==> src/sv/assert_macros.svh <==
// ----------------------------------------------------------------------------
// assertion macros
// shared concurrent assertion forms, compiled out when ASSERT_OFF is set
// ----------------------------------------------------------------------------
`ifndef ASSERT_MACROS_SVH
`define ASSERT_MACROS_SVH

`ifndef ASSERT_OFF
// same-cycle implication
`define RSPA_ASSERT_IMP(lbl, clk, rstn, ante, cons, msg) \
    lbl: assert property (@(posedge clk) disable iff (!(rstn)) (ante) |-> (cons)) \
        else $error(msg);
// next-cycle implication
`define RSPA_ASSERT_NEXT(lbl, clk, rstn, ante, cons, msg) \
    lbl: assert property (@(posedge clk) disable iff (!(rstn)) (ante) |=> (cons)) \
        else $error(msg);
`else
`define RSPA_ASSERT_IMP(lbl, clk, rstn, ante, cons, msg)
`define RSPA_ASSERT_NEXT(lbl, clk, rstn, ante, cons, msg)
`endif

`endif

==> src/sv/rspa_pkg.sv <==
// ----------------------------------------------------------------------------
// rspa_pkg
// types and constants of the slot pool allocator
// ----------------------------------------------------------------------------
`default_nettype none

package rspa_pkg;

    localparam int POOL_SLOTS_DEF  = 256;
    localparam int COUNT_WIDTH_DEF = 16;
    localparam int MAP_WORD_W      = 32;  // in-use bits per map word
    localparam int MAP_BIT_W       = 5;   // bit index inside a map word

    typedef enum logic [2:0] {
        OP_ALLOC = 3'd0,
        OP_FREE  = 3'd1,
        OP_INC   = 3'd2,
        OP_DEC   = 3'd3,
        OP_CLEAR = 3'd4
    } t_opcode;

    typedef enum logic [1:0] {
        ST_OK        = 2'd0,
        ST_EXHAUSTED = 2'd1,
        ST_ZERO      = 2'd2,
        ST_SATURATED = 2'd3
    } t_status;

    typedef enum logic [2:0] {
        S_CLEAR,
        S_IDLE,
        S_SCAN,
        S_RMW,
        S_EMIT
    } t_state;

    typedef struct packed {
        logic [2:0] opcode;
        logic [7:0] slot;
    } t_req;

    typedef struct packed {
        logic [7:0]  slot_out;
        logic [1:0]  status;
        logic [15:0] count_after;
        logic        slot_freed;
    } t_rsp;

    typedef struct packed {
        t_status status;
        logic    clr_bit;   // clear the in-use bit
        logic    freed;     // the bit went from one to zero
    } t_alu_flags;

endpackage

`default_nettype wire

==> src/sv/rspa_ffz.sv <==
// ----------------------------------------------------------------------------
// rspa_ffz
// lowest free bit of one in-use map word
// ----------------------------------------------------------------------------
`default_nettype none

module rspa_ffz #(
    parameter int LAST_BITS = rspa_pkg::MAP_WORD_W
) (
    input  wire logic [rspa_pkg::MAP_WORD_W-1:0] i_word,
    input  wire logic                            i_last,
    output logic                                 o_found,
    output logic [rspa_pkg::MAP_BIT_W-1:0]       o_bit
);
    import rspa_pkg::*;

    logic [MAP_WORD_W-1:0] w_busy;

    // bits past the end of the pool count as taken
    always_comb begin
        for (int b = 0; b < MAP_WORD_W; b++) begin
            w_busy[b] = i_word[b] | (i_last && (b >= LAST_BITS));
        end
    end

    always_comb begin
        o_found = 1'b0;
        o_bit   = '0;
        for (int b = MAP_WORD_W - 1; b >= 0; b--) begin
            if (!w_busy[b]) begin
                o_found = 1'b1;
                o_bit   = MAP_BIT_W'(b);
            end
        end
    end

endmodule

`default_nettype wire

==> config.mk <==
export PLATFORM = sky130hd
export DESIGN_NAME = rspa_ffz
export DESIGN_NICKNAME = d
export VERILOG_FILES = /design/src/sv/assert_macros.svh /design/src/sv/rspa_pkg.sv /design/src/sv/rspa_ffz.sv
export SDC_FILE = /design/constraint.sdc
export NUM_CORES = 1
export LEC_CHECK = 0
export BUFFER_PORTS_ARGS = -buffer_cell sky130_fd_sc_hd__buf_2
export CORE_AREA = 5 5 42 44
export DETAILED_ROUTE_END_ITERATION = 6
export DIE_AREA = 0 0 47 49
export PLACE_DENSITY = 0.64
export SYNTH_ARGS = -nofsm -noshare
export SYNTH_HDL_FRONTEND = slang
export SYNTH_SLANG_ARGS = --single-unit
export TNS_END_PERCENT = 100
==> constraint.sdc <==
create_clock -name vclk -period 2.1
set_input_delay 0.42 -clock vclk [all_inputs]
set_output_delay 0.42 -clock vclk [all_outputs]
set_load 0.05 [all_outputs]
* After elaboration in Yosys (flattened, before gate mapping) *
Index checks and enable logic that the tools add are counted.

word-level totals
  input bits = 33
  output and inout bits = 6
  register bits = 0
  word-level logic and storage cells = 64

cells by class
  mux-type cells = 64

operator list
  cell              number
  2-to-1 mux 5 bit  32
  2-to-1 mux 1 bit  32

* Logic depth before layout (Yosys ltp) *
  depth in word-level cells = 32
  gate-level depth with buffers = 5
  gate-level depth less buffers = 5

* Worst setup path before layout *
Ideal clock, no wire load.

  kind = input -> output
  start point = input i_word[3] (netlist name)
  end point = output o_bit[4] (netlist name)
  required time = 1.680 ns
  arrival = 1.849 ns
  path buffers = 0
  setup slack = -0.169 ns
  stages on the path = 3
  path through = nand4_1 or3_4 nor4_2

between the ends
  word-level cells in the longest chain between the ends = 4

RTL lines
  item                           line            source
  start, declared                rspa_ffz.sv:10  input wire logic [rspa_pkg::MAP_WORD_W-1:0] i_word,
  2-to-1 mux 5 bit (4 in a row)  rspa_ffz.sv:30  if (!w_busy[b]) begin
  end, declared                  rspa_ffz.sv:13  output logic [rspa_pkg::MAP_BIT_W-1:0] o_bit

Every way passes these cells.

* Worst setup path in the final report *
Same ends and word-level chain as after synthesis.

==> impl_results.md <==
- # hold bufs at CTS: 0
- Worst Hold Margin: 1.27 ns
- CP max stage cell: or3_4
- Core Area: roughly 1400 µm²
- Area delta synth->final: 64.6%
- Yosys warns: 0
- Area of the multi-input gates: between 300 and 400 µm²
- Most frequent cells in the layout: buf_2 (37), nand2_1 (11), nand4_1 (9)
- RSZ-0062 raised after global routing: no
- Placer Congestion: between 0.7 and 0.8
- Leakage: between 0.2 and 0.3 nW
- Die Ht: between 40 and 50 µm
- Ranking of synthesized cells by area: nand4_1 (15%), nand2_1 (11%), nand3_1 (7.9%)
- Max incr delay on CP: about 0.37 ns
- Pwr Total: ~97 µW
- Fmax: about 500 MHz
- Via density: 5.39
- Max Fanout on Critical Path: 4
- Crit start category: input pin
- Worst endpoint required time: about 1.7 ns
- Worst-path cell chain: buf_2, nand4_1, or3_4, nor4_4, buf_2
- Row count: 14
- CP Buf/Inv Count: 2
- Most common cell on crit path: buf_2
- Slew @ Worst Pin: about 0.37 ns
- GR Util All Layers: 0.116
- Delay-heaviest family, CP: simple AND/OR/NAND/NOR gates
- DRC viols: 0
- P per Cell Area: roughly 160 nW/µm²
- Fin. Hold Viols: 0
- HPWL after detailed placement: 1270 µm
- Sequential cell count: 0
- Setup violators final: 0
- Mapped Area: 382 µm²
- Relative slew slack: 0.750
- Vias in the first global route: 581
- Die W: roughly 47 µm
- Synth cell types: 23
- Post-synthesis sequential area ratio: 0
- Die ar.: roughly 2300 µm²
- HP Class: input pin to primary output
- Grt ovf: 0
- Initial antenna violation count: 0
- Final WL: around 1400 µm
- Pins over their slew limit: 0
- Antenna viol nets, final: 0
- Worst Min Path Start: i_word[0]
- Synth Net Count: 99
- Maximum VDD drop: around 0.060 mV
- Synth area leader: nand4_1
- Minimum clock period: 2.01 ns
- WHS Path Cells: 3
- CP endpoint kind: primary output
- Via count: between 600 and 700
- Largest net degree at the start of global routing: 6
- First-pass GRT wire length: roughly 2200 µm
- Clock Buffer Count: 0
- Initial DRC count: 7
- Ant diodes: 0
- Setup TNS: 0 ns
- Outcome: complete, no violations
- Most common cell after layout, fill and taps aside: buf_2
- Hold Crit Endpoint: o_bit[0]
- Syn Area/Cell: around 5.8 µm²
- Syn Inst Count: 66
- Filler cells: roughly 170
- Drt first pass iters: 4
- Max Cap Viol: 0
- Period utilization: 0.955
- Reg area: 0 µm²
- Ports: 39
- Buffers on Ports: 38
- Avg WL per Cell: 11.5 µm
- Initial Utilization: 0.272
- Fin nets: between 100 and 150
- Share of cells above drive strength 1: 0.429
- Yosys top cell area share: 0.148
- Crit path arrival time: between 1.5 and 2 ns
- CP Class: input pin to primary output
Yosys cell counts, drive strengths merged:
master	number
o21ai	5
nand2b	1
nand2	11
nand3b	2
a2111oi	1
nand4	9
o21bai	1
a21o	1
and4	1
a31oi	4
nor3	2
nand3	6
o221a	1
nor4	1
a21oi	5
nor2	4
or3	2
inv	6
a211oi	1
o2111ai	2
through the flow:
stage | setup slack, ns | utilization | instance area [µm²] | cells
after CTS | 0.0489 | 0.438 | 613 | 121
after floorplan | 0.0264 | - | 395 | 66
after global routing | 0.00685 | 0.448 | 628 | 121
after detailed placement | 0.0567 | 0.438 | 613 | 121
final | 0.0942 | 0.448 | 628 | 121
after global placement | 0.0626 | 0.438 | 613 | 121
power by group:
part	switching [mW]	internal, mW
logic	0.0567	0.0408
clock network	0	0
registers	0	0
total	0.0567	0.0408
kinds of logic after synthesis:
logic type             count (synthesis)  share of synthesized area
AOI/OAI and AO/OA                     21                      0.370
buffers and inverters                  6                     0.0590
and+or+nand+nor                       39                      0.570
tightest hold or removal path: cells and delay by family:
| family | cells | cell delay, ns |
|---|---|---|
| buffers and inverters | 2 | 0.31 |
| AOI/OAI and AO/OA | 1 | 0.12 |
how the worst max path moves through the flow:
stage               startpoint       end  cells past startpoint  slack, ns
floorplan            i_word[3]  o_bit[3]                      3       0.03
global placement    i_word[11]  o_bit[0]                      7       0.06
detailed placement  i_word[11]  o_bit[0]                      7       0.06
CTS                 i_word[11]  o_bit[0]                      7       0.05
global route        i_word[28]   o_found                      6      0.007
finish               i_word[3]  o_bit[4]                      5       0.09
cell type report:
cell class | instances | area share
Inverter | 6 | 0.0359
Tap cell | 16 | 0.0319
Timing Repair Buffer | 39 | 0.319
Multi-Input combinational cell | 60 | 0.614
timing repair:
action / in CTS / in global routing
endpoints found under the setup margin: 0 / 1
gates resized for setup: 0 / 2
buffers inserted: 0 / 0
hold endpoints to repair: 0 / 0
routing by layer:
layer / global-route usage / wire [µm] / up-vias
met3: 0.0258 / 197 / 0
met5: 0 / 0 / -
met1: 0.139 / 512 / 278
li1: - / - / 343
met4: 0 / 0 / 0
met2: 0.213 / 683 / 31
Note: power is estimated with default switching activity, not from simulation.
