### config.mk
export PLATFORM = sky130hd
export DESIGN_NAME = rspa_alu
export DESIGN_NICKNAME = d
export VERILOG_FILES = /design/src/sv/assert_macros.svh /design/src/sv/rspa_pkg.sv /design/src/sv/rspa_alu.sv
export SDC_FILE = /design/constraint.sdc
export NUM_CORES = 1
export LEC_CHECK = 0
export BUFFER_PORTS_ARGS = -buffer_cell sky130_fd_sc_hd__clkbuf_2
export CORE_UTILIZATION = 35
export DETAILED_ROUTE_END_ITERATION = 8
export PLACE_DENSITY_LB_ADDON = 0.08
export SETUP_SLACK_MARGIN = 0.1
export SYNTH_ARGS = -nofsm -noshare
export SYNTH_HDL_FRONTEND = slang
export SYNTH_SLANG_ARGS = --single-unit
### constraint.sdc
create_clock -name vclk -period 3.5
set_input_delay 0.175 -clock vclk [all_inputs]
set_output_delay 0.175 -clock vclk [all_outputs]
set_load 0.1 [all_outputs]
### src/sv/assert_macros.svh
// ----------------------------------------------------------------------------
// assertion macros
// shared concurrent assertion forms, compiled out when ASSERT_OFF is set
// ----------------------------------------------------------------------------
`ifndef ASSERT_MACROS_SVH
`define ASSERT_MACROS_SVH

`ifndef ASSERT_OFF
// same-cycle implication
`define RSPA_ASSERT_IMP(lbl, clk, rstn, ante, cons, msg) \
    lbl: assert property (@(posedge clk) disable iff (!(rstn)) (ante) |-> (cons)) \
        else $error(msg);
// next-cycle implication
`define RSPA_ASSERT_NEXT(lbl, clk, rstn, ante, cons, msg) \
    lbl: assert property (@(posedge clk) disable iff (!(rstn)) (ante) |=> (cons)) \
        else $error(msg);
`else
`define RSPA_ASSERT_IMP(lbl, clk, rstn, ante, cons, msg)
`define RSPA_ASSERT_NEXT(lbl, clk, rstn, ante, cons, msg)
`endif

`endif

### src/sv/rspa_pkg.sv
// ----------------------------------------------------------------------------
// rspa_pkg
// types and constants of the slot pool allocator
// ----------------------------------------------------------------------------
`default_nettype none

package rspa_pkg;

    localparam int POOL_SLOTS_DEF  = 256;
    localparam int COUNT_WIDTH_DEF = 16;
    localparam int MAP_WORD_W      = 32;  // in-use bits per map word
    localparam int MAP_BIT_W       = 5;   // bit index inside a map word

    typedef enum logic [2:0] {
        OP_ALLOC = 3'd0,
        OP_FREE  = 3'd1,
        OP_INC   = 3'd2,
        OP_DEC   = 3'd3,
        OP_CLEAR = 3'd4
    } t_opcode;

    typedef enum logic [1:0] {
        ST_OK        = 2'd0,
        ST_EXHAUSTED = 2'd1,
        ST_ZERO      = 2'd2,
        ST_SATURATED = 2'd3
    } t_status;

    typedef enum logic [2:0] {
        S_CLEAR,
        S_IDLE,
        S_SCAN,
        S_RMW,
        S_EMIT
    } t_state;

    typedef struct packed {
        logic [2:0] opcode;
        logic [7:0] slot;
    } t_req;

    typedef struct packed {
        logic [7:0]  slot_out;
        logic [1:0]  status;
        logic [15:0] count_after;
        logic        slot_freed;
    } t_rsp;

    typedef struct packed {
        t_status status;
        logic    clr_bit;   // clear the in-use bit
        logic    freed;     // the bit went from one to zero
    } t_alu_flags;

endpackage

`default_nettype wire

### src/sv/rspa_alu.sv
// ----------------------------------------------------------------------------
// rspa_alu
// shared reference count update for free, increment and decrement
// ----------------------------------------------------------------------------
`default_nettype none

module rspa_alu #(
    parameter int COUNT_WIDTH = rspa_pkg::COUNT_WIDTH_DEF
) (
    input  wire logic [2:0]             i_op,
    input  wire logic [COUNT_WIDTH-1:0] i_count,
    input  wire logic                   i_in_use,
    output logic [COUNT_WIDTH-1:0]      o_count,
    output rspa_pkg::t_alu_flags        o_flags
);
    import rspa_pkg::*;

    localparam logic [COUNT_WIDTH-1:0] CMAX = {COUNT_WIDTH{1'b1}};
    localparam logic [COUNT_WIDTH-1:0] CONE = COUNT_WIDTH'(1);

    always_comb begin
        o_count         = i_count;
        o_flags.status  = ST_OK;
        o_flags.clr_bit = 1'b0;
        o_flags.freed   = 1'b0;
        unique case (i_op)
            OP_FREE: begin
                o_count         = '0;
                o_flags.clr_bit = 1'b1;
                o_flags.freed   = i_in_use;
            end
            OP_INC: begin
                // saturate at the top
                if (i_count == CMAX) begin
                    o_flags.status = ST_SATURATED;
                end else begin
                    o_count = i_count + CONE;
                end
            end
            OP_DEC: begin
                if (i_count == '0) begin
                    o_flags.status = ST_ZERO;
                end else begin
                    o_count = i_count - CONE;
                    if (i_count == CONE) begin
                        o_flags.clr_bit = 1'b1;
                        o_flags.freed   = i_in_use;
                    end
                end
            end
            default: begin
            end
        endcase
    end

endmodule

`default_nettype wire

# After elaboration in Yosys (flattened, before gate mapping)
# Cells that the tools add are included.
[classes]
addsub = 2
eq_ne = 5
n_mux = 9
reduce_logical = 1
[op_table]
columns = ["cell", "n"]
rows = [
  ["$pmux 16 s3", 1],
  ["$mux 16", 2],
  ["$add 16x1->16 const B", 1],
  ["$eq 16x1->1 const B", 1],
  ["$eq 16x16->1 const B", 1],
  ["$logic_not 16->1", 1],
  ["$sub 16x1->16 const B", 1],
  ["$mux 2", 4],
  ["$pmux 2 s2", 2],
  ["$eq 3x2->1 const B", 2],
  ["$eq 3x1->1 const B", 1],
]
[totals]
reg_bits = 0
inputBits = 20
out_inout_bits = 20
elab_cells = 17

# Logic depth before layout (Yosys ltp)
# Gate-level depths: netlist (run 1).
[logic_depth]
depth_word = 4
ltp_mapped = 8
ltp_nobuf = 7

# Worst setup path after synthesis (run 1)
# OpenSTA, ideal clock, no wires.
[synth_path]
kind = "in2out"
startpoint = "input i_count[13]"
endpoint = "output o_count[0]"
arrival_time_ns = 4.461
t_required_ns = 3.325
slack_ns = -1.136
cell_stages = 7
path_buffers = 2
path_cell_list = "clkbuf_1 nor4_1 and3_1 buf_4 nand3_1 o21ai_0 o311ai_0"
[synth_via]
elab_chain_len = 3
elab_cells_between_ends = 5
cone_classes = "eq/ne: 1; mux: 3; reduce/logical: 1"
[synth_rtl]
columns = ["item", "line_no", "source"]
rows = [
  ["start, declared", "rspa_alu.sv:11", "input wire logic [COUNT_WIDTH-1:0] i_count,"],
  ["$eq 16x16->1 / $logic_not 16->1 (equally long branches)", "rspa_alu.sv:34, rspa_alu.sv:41", ""],
  ["$mux 16, on equally long branches", "rspa_alu.sv:34, rspa_alu.sv:41", ""],
  ["$pmux 16 s3 (*)", "rspa_alu.sv:26", "unique case (i_op)"],
  ["end, declared", "rspa_alu.sv:13", "output logic [COUNT_WIDTH-1:0] o_count,"],
]
# Mark *: on every way between the ends. The rest lies on a longest branch, timed or not.

# Worst setup path after layout (run 1)
[layout_path]
startpoint = "input i_count[4]"
endpoint = "output o_count[11]"
[layout_via]
elab_chain_len = 3
elab_cells_between_ends = 7
cone_classes = "add/sub: 2; eq/ne: 1; mux: 3; reduce/logical: 1"
[layout_rtl]
columns = ["item", "line_no", "source"]
rows = [
  ["$sub 16x1->16 (tied with other cells)", "rspa_alu.sv:44", "o_count = i_count - CONE;"],
  ["$mux 16, on equally long branches", "rspa_alu.sv:41, rspa_alu.sv:34", ""],
  ["$pmux 16 s3 (*)", "rspa_alu.sv:26", ""],
]
# Marked as above.

==> key figures, run 1 <==
GRT
  • Vias in the first global route: 1519
  • Gr ovfl total: 0
  • Initial antenna violation count: 0
  • First-pass GRT wire length: 7470 um
  • Gr usage total: 25.5%
  • Largest net degree at the start of global routing: 22

Synth
  • Syn nets: 231
  • Post-synth design cell area: 0.00125 mm2
  • Largest area contributor in the netlist: a31oi_1
  • Synth area leaders: a31oi_1 6.5%, nor2_1 6.3%, o21ai_0 6.0%
  • Yosys warning count: 0
  • Mapped Cells: 207
  • Syn Area/Cell: 6.03 um2
  • Synth top area share: 6.52%
  • Seq/Total Area, Yosys: 0%
  • Synth cell types: 54

Floorplanning
  • Die Wd: 61.7 um
  • # IOs: 40
  • Die area: 0.00381 mm2
  • Die Ht: 61.7 um
  • Initial Util: 37.1%
  • Placement Rows: 21
  • CORE AREA: 0.00336 mm2

Timing
  • Rel. slew slack: 58.2%
  • Clock period minus worst slack: 2.73 ns
  • Maximum clock rate: 366 MHz
  • Setup TNS: 0 ns
  • Worst-Margin Slew: 0.625 ns
  • Final worst-path cycle share: 78.0%
  • Final setup fails: 0
  • RSZ-0062 raised after global routing: no
  • Fin. max-slew vios: 0
  • Final Hold Viols: 0

Layout
  • Seq cells: 0
  • Storage cell area: 0 um2
  • Multi-input gate area: 0.00116 mm2
  • Area Overhead vs Synth: 17.1%
  • Fin nets: 259
  • Share of layout cells above drive strength 1: 23.6%
  • ANT cells: 0
  • Fill cells: 387
  • Clock buffers: 0
  • Post-route non-filler standard cell count: 279

Drt
  • DR vias: 1779
  • Final WL: 4680 um
  • DR WL/cell: 16.8 um
  • Drc violations: 0
  • Antenna Nets Post-Route: 0
  • Iter 0 DRT Violations: 129
  • Drt pass-1 iters: 4
  • Via density: 6.38

Setup path
  • Critical path class: in -> out
  • Crit-path most repeated cell: clkbuf_2
  • Critical path fanouts, max: 12
  • Worst Path Required: 3.32 ns
  • Element type at the critical path end: output pin
  • Critical Path, Cell by Cell: clkbuf_2 -> or4_4 -> or2_1 -> nor3_1 -> a21oi_1 -> o31ai_2 -> clkbuf_2
  • Crit-path slowest cell: or4_4
  • CP max stage delay: 0.60 ns
  • CP arrival: 2.55 ns
  • CP Launch Type: primary input

Pwr
  • Pwr Density: 172 mW/mm2
  • VDD IR max: 0.0905 mV
  • Leakage: 0.578 nW

Place
  • Routability cong.: 0.902
  • I/O Buffers: 40
  • Dpl hpwl: 3430 um
  • Placed Instances: 279

Clocking
  • CTS Hold Bufs: 0
  • Post-CTS Resized: 0
  • Post-CTS setup repair buffer count: 0

Flow run
  • Max-cap viol count: 0

Status
  • Status: finished clean

Hold path
  • Hold Crit Class: in -> out
==> per-layer routing <==
metal | up-vias | global-route usage [%] | wire (um)
li1 | 864 | - | -
met1 | 833 | 36.8 | 2190
met2 | 76 | 42.1 | 2160
met3 | 6 | 2.07 | 283
met4 | 0 | 3.81 | 45
met5 | - | 0 | 0
==> area by class of cell <==
class / count / area share [%]
repair buffers: 42 / 14.7
inverters: 7 / 1.80
multi-input cells: 184 / 79.5
well taps: 46 / 3.94
==> worst max-delay path: cells and delay by family <==
kind                   cells  cell delay, ns
AND/OR/NAND/NOR            3            1.34
buffers and inverters      2            0.68
AO/OA/AOI/OAI              2            0.36
==> kinds of logic (layout without fill, tap and decap cells) <==
family	Yosys count	in the layout	share of synthesized area, %
AND/OR/NAND/NOR	109	109	47.9
XOR/XNOR	1	1	0.702
multiplexers	2	2	1.60
adder cells (fa/ha/maj)	4	4	4.01
AO/OA/AOI/OAI	68	68	37.7
buffers and inverters	23	49	8.02
==> path summary, 6_finish.rpt <==
path,from,to,slack (ns),depth (start not counted)
hold / removal,i_in_use,o_flags[0],0.90,3
setup / recovery,i_count[4],o_count[11],0.77,7
==> cell usage after synthesis (2+ instances only) <==
| cell | count |
|---|---|
| clkbuf_1 | 12 |
| a221oi_1 | 3 |
| a31oi_1 | 13 |
| and2_1 | 5 |
| o21ai_0 | 15 |
| o31ai_1 | 2 |
| a21oi_1 | 8 |
| and3_1 | 5 |
| nor4_1 | 4 |
| ha_1 | 4 |
| nor3_1 | 12 |
| nand2_1 | 17 |
| or4_4 | 2 |
| and4_1 | 5 |
| o211ai_1 | 3 |
| nand3_1 | 9 |
| nand4_1 | 10 |
| a32o_1 | 2 |
| a41oi_1 | 2 |
| o22ai_1 | 2 |
| nor2_1 | 21 |
| nor2b_1 | 7 |
| a22oi_1 | 2 |
| nand2b_1 | 3 |
| mux2i_1 | 2 |
| a211oi_1 | 3 |
| inv_1 | 7 |
==> cells in the final DEF (no fill, tap or decap), types with 4 or more instances in the layout <==
| cell | netlist | final |
|---|---|---|
| nor4_1 | 4 | 4 |
| o21ai_0 | 15 | 12 |
| ha_1 | 4 | 4 |
| clkbuf_2 | 1 | 40 |
| and4_1 | 5 | 5 |
| a31oi_1 | 13 | 13 |
| nor3_1 | 12 | 12 |
| a21oi_1 | 8 | 7 |
| nor2_1 | 21 | 21 |
| and2_1 | 5 | 5 |
| nand3_1 | 9 | 9 |
| nor2b_1 | 7 | 7 |
| and3_1 | 5 | 5 |
| nand4_1 | 10 | 10 |
| inv_1 | 7 | 7 |
| nand2_1 | 17 | 17 |
==> report_power, final <==
part | switching [W] | internal, W | total (W)
clock | 0 | 0 | 0
combinational | 0.000200 | 0.0000517 | 0.000252
sequential | 0 | 0 | 0
==> metrics by stage <==
stage	power [W]	instance area [um2]	util, %	hold WS [ns]	worst slack [ns]
global route	0.000267	1460	43.4	0.914	0.607
floorplan	0.000197	1260	-	0.666	0.0397
CTS	0.000250	1460	43.4	0.909	0.785
detailed placement	0.000249	1460	43.4	0.909	0.795
finish	0.000252	1460	43.4	0.903	0.771
global placement	0.000250	1460	43.4	0.902	0.776
Note: power is estimated with default switching activity, not from simulation.
==> run 2, diff against run 1 <==
clock period = 2.8 ns   (was 3.5 ns; I/O delays follow)
==> run 2 against run 1 <==
Via count up 0.39%. Utilization up 7.1 points. First-iteration DRC count down 21%. Worst setup slack worse by 0.42 ns. Hold slack worse by 0.21 ns. Cell count up 4.7%. Wire length up 3.7%. Die area unchanged. Final area up 16%. Sequential share of layout area unchanged. Combinational power up 40%. Sequential cell count unchanged. Largest cell class unchanged.
==> key figures, run 2 (synthesis results as in run 1) <==
Floorplanning
  • # IOs: 40 (unchanged)
  • Initial Util: 37.1% (unchanged)
  • Die Wd: 61.7 um (unchanged)
  • Die area: 0.00381 mm2 (unchanged)
  • CORE AREA: 0.00336 mm2 (unchanged)
  • Die Ht: 61.7 um (unchanged)
  • Placement Rows: 21 (unchanged)

Place
  • Dpl hpwl: 3740 um (+8.9%)
  • Placed Instances: 292 (+4.7%)
  • Post-place instance area: 0.00170 mm2 (+16%)
  • I/O Buffers: 40 (unchanged)
  • Routability cong.: 0.941 (+4.4%)

Layout
  • Post-route cell area: 0.00170 mm2 (+16%)
  • Commonest non-fill, non-tap cells in the layout: 32 x clkbuf_2, 20 x nor2_1, 19 x buf_4
  • Fin nets: 272 (+5.0%)
  • Post-route non-filler standard cell count: 292 (+4.7%)
  • Storage cell area: 0 um2 (unchanged)
  • Post-layout util: 50.5% (+7.1 points)
  • Fill cells: 411 (+6.2%)
  • Commonest non-fill, non-tap cell in the layout: clkbuf_2
  • ANT cells: 0 (unchanged)
  • Seq cells: 0 (unchanged)
  • Area Overhead vs Synth: 36.1%
  • Multi-input gate area: 0.00123 mm2 (+6.0%)
  • Share of layout cells above drive strength 1: 32.1% (+8.5 points)
  • Clock buffers: 0 (unchanged)

GRT
  • Gr ovfl total: 0 (unchanged)
  • First-pass GRT wire length: 7500 um (+0.47%)
  • Initial antenna violation count: 0 (unchanged)
  • Largest net degree at the start of global routing: 22 (unchanged)
  • Met3 GRT Util: 0.414% (-1.7 points)
  • Gr usage total: 26.2% (+0.77 points)
  • Vias in the first global route: 1477 (-2.8%)
  • Met2 Use GR: 42.1% (unchanged)
  • GRT busiest layer: met2
  • Grt met1 use: 39.3% (+2.5 points)

Setup path
  • Critical path fanouts, max: 9 (-3)
  • Element type at the critical path end: output pin
  • Worst Path Required: 2.66 ns (-0.66 ns)
  • CP Launch Type: primary input
  • CP arrival: 2.31 ns (-0.24 ns)
  • Critical path class: in -> out

Timing
  • Fin. max-slew vios: 0 (unchanged)
  • Final worst-path cycle share: 87.6%
  • Clock period minus worst slack: 2.45 ns
  • Final setup fails: 0 (unchanged)
  • RSZ-0062 raised after global routing: no
  • Final Hold Viols: 0 (unchanged)
  • Rel. slew slack: 64.0% (+5.7 points)
  • Maximum clock rate: 408 MHz
  • Worst-Margin Slew: 0.527 ns (-0.0975 ns)

Pwr
  • Leakage: 0.672 nW (+16%)
  • VDD IR max: 0.105 mV (+16%)
  • Pwr Density: 208 mW/mm2 (+20%)

Drt
  • Via density: 6.12 (-4.1%)
  • DR vias: 1786 (+0.39%)
  • Iter 0 DRT Violations: 102 (-21%)
  • Drc violations: 0 (unchanged)
  • Final WL: 4850 um (+3.7%)
  • DR WL/cell: 16.6 um (-0.88%)
  • Antenna Nets Post-Route: 0 (unchanged)
  • Drt pass-1 iters: 4 (unchanged)

Hold path
  • Hold Crit Class: in -> out

Clocking
  • CTS Hold Bufs: 0 (unchanged)
  • Post-CTS setup repair buffer count: 0 (unchanged)
  • Post-CTS Resized: 0 (unchanged)

Status
  • Status: finished clean

Flow run
  • Max-cap viol count: 0 (unchanged)
==> run 2: changes by cell type in the layout (fill, tap and decap cells not counted), moves of 2 or more <==
| cell | before | now |
|---|---|---|
| buf_4 | 2 | 19 |
| o21ai_2 | 0 | 2 |
| buf_12 | 0 | 4 |
| clkbuf_2 | 40 | 32 |
| o21ai_1 | 3 | 1 |
==> run 2: cell type report <==
cell class | count | share of cell area, %
Multi-Input combinational cell | 184 | 72.5
Inverter | 7 | 1.55
Tap cell | 46 | 3.39
Timing Repair Buffer | 55 | 22.5
==> run 2: where the power goes <==
group / internal [W] / switching, W / total [W] / leakage, nW
registers: 0 / 0 / 0 / 0
clock network: 0 / 0 / 0 / 0
logic: 0.0000927 / 0.000260 / 0.000352 / 0.672
==> run 2: path summary, 6_finish.rpt <==
path | startpoint | end | slack [ns] | cells past startpoint
setup / recovery | i_count[13] | o_count[8] | 0.35 | 7
hold / removal | i_count[11] | o_count[11] | 0.69 | 3
==> run 2: critical path, cell delays in order <==
cell and delay [ns]:
clkbuf_2 0.16, nor4_1 0.46, nand3_1 0.41, o21ai_0 0.43
a311oi_1 0.20, a211oi_4 0.31, buf_12 0.21
==> run 2: metrics by stage <==
| step | worst slack (ns) | hold slack, ns | TNS, ns | power, W |
|---|---|---|---|---|
| 5_1_grt | 0.169 | 0.712 | 0 | 0.000371 |
| 3_5_place_dp | 0.373 | 0.689 | 0 | 0.000351 |
| 4_1_cts | 0.356 | 0.691 | 0 | 0.000352 |
| 6_report | 0.348 | 0.689 | 0 | 0.000352 |
| 2_1_floorplan | -0.590 | 0.456 | -0.650 | 0.000260 |
| 3_3_place_gp | 0.377 | 0.689 | 0 | 0.000351 |
==> run 2: routing by layer <==
| metal | share of wire [%] | routed length (um) |
|---|---|---|
| met1 | 45 | 2170 |
| met2 | 46 | 2210 |
| met3 | 8.1 | 391 |
| met4 | 1.6 | 77 |
| met5 | 0 | 0 |
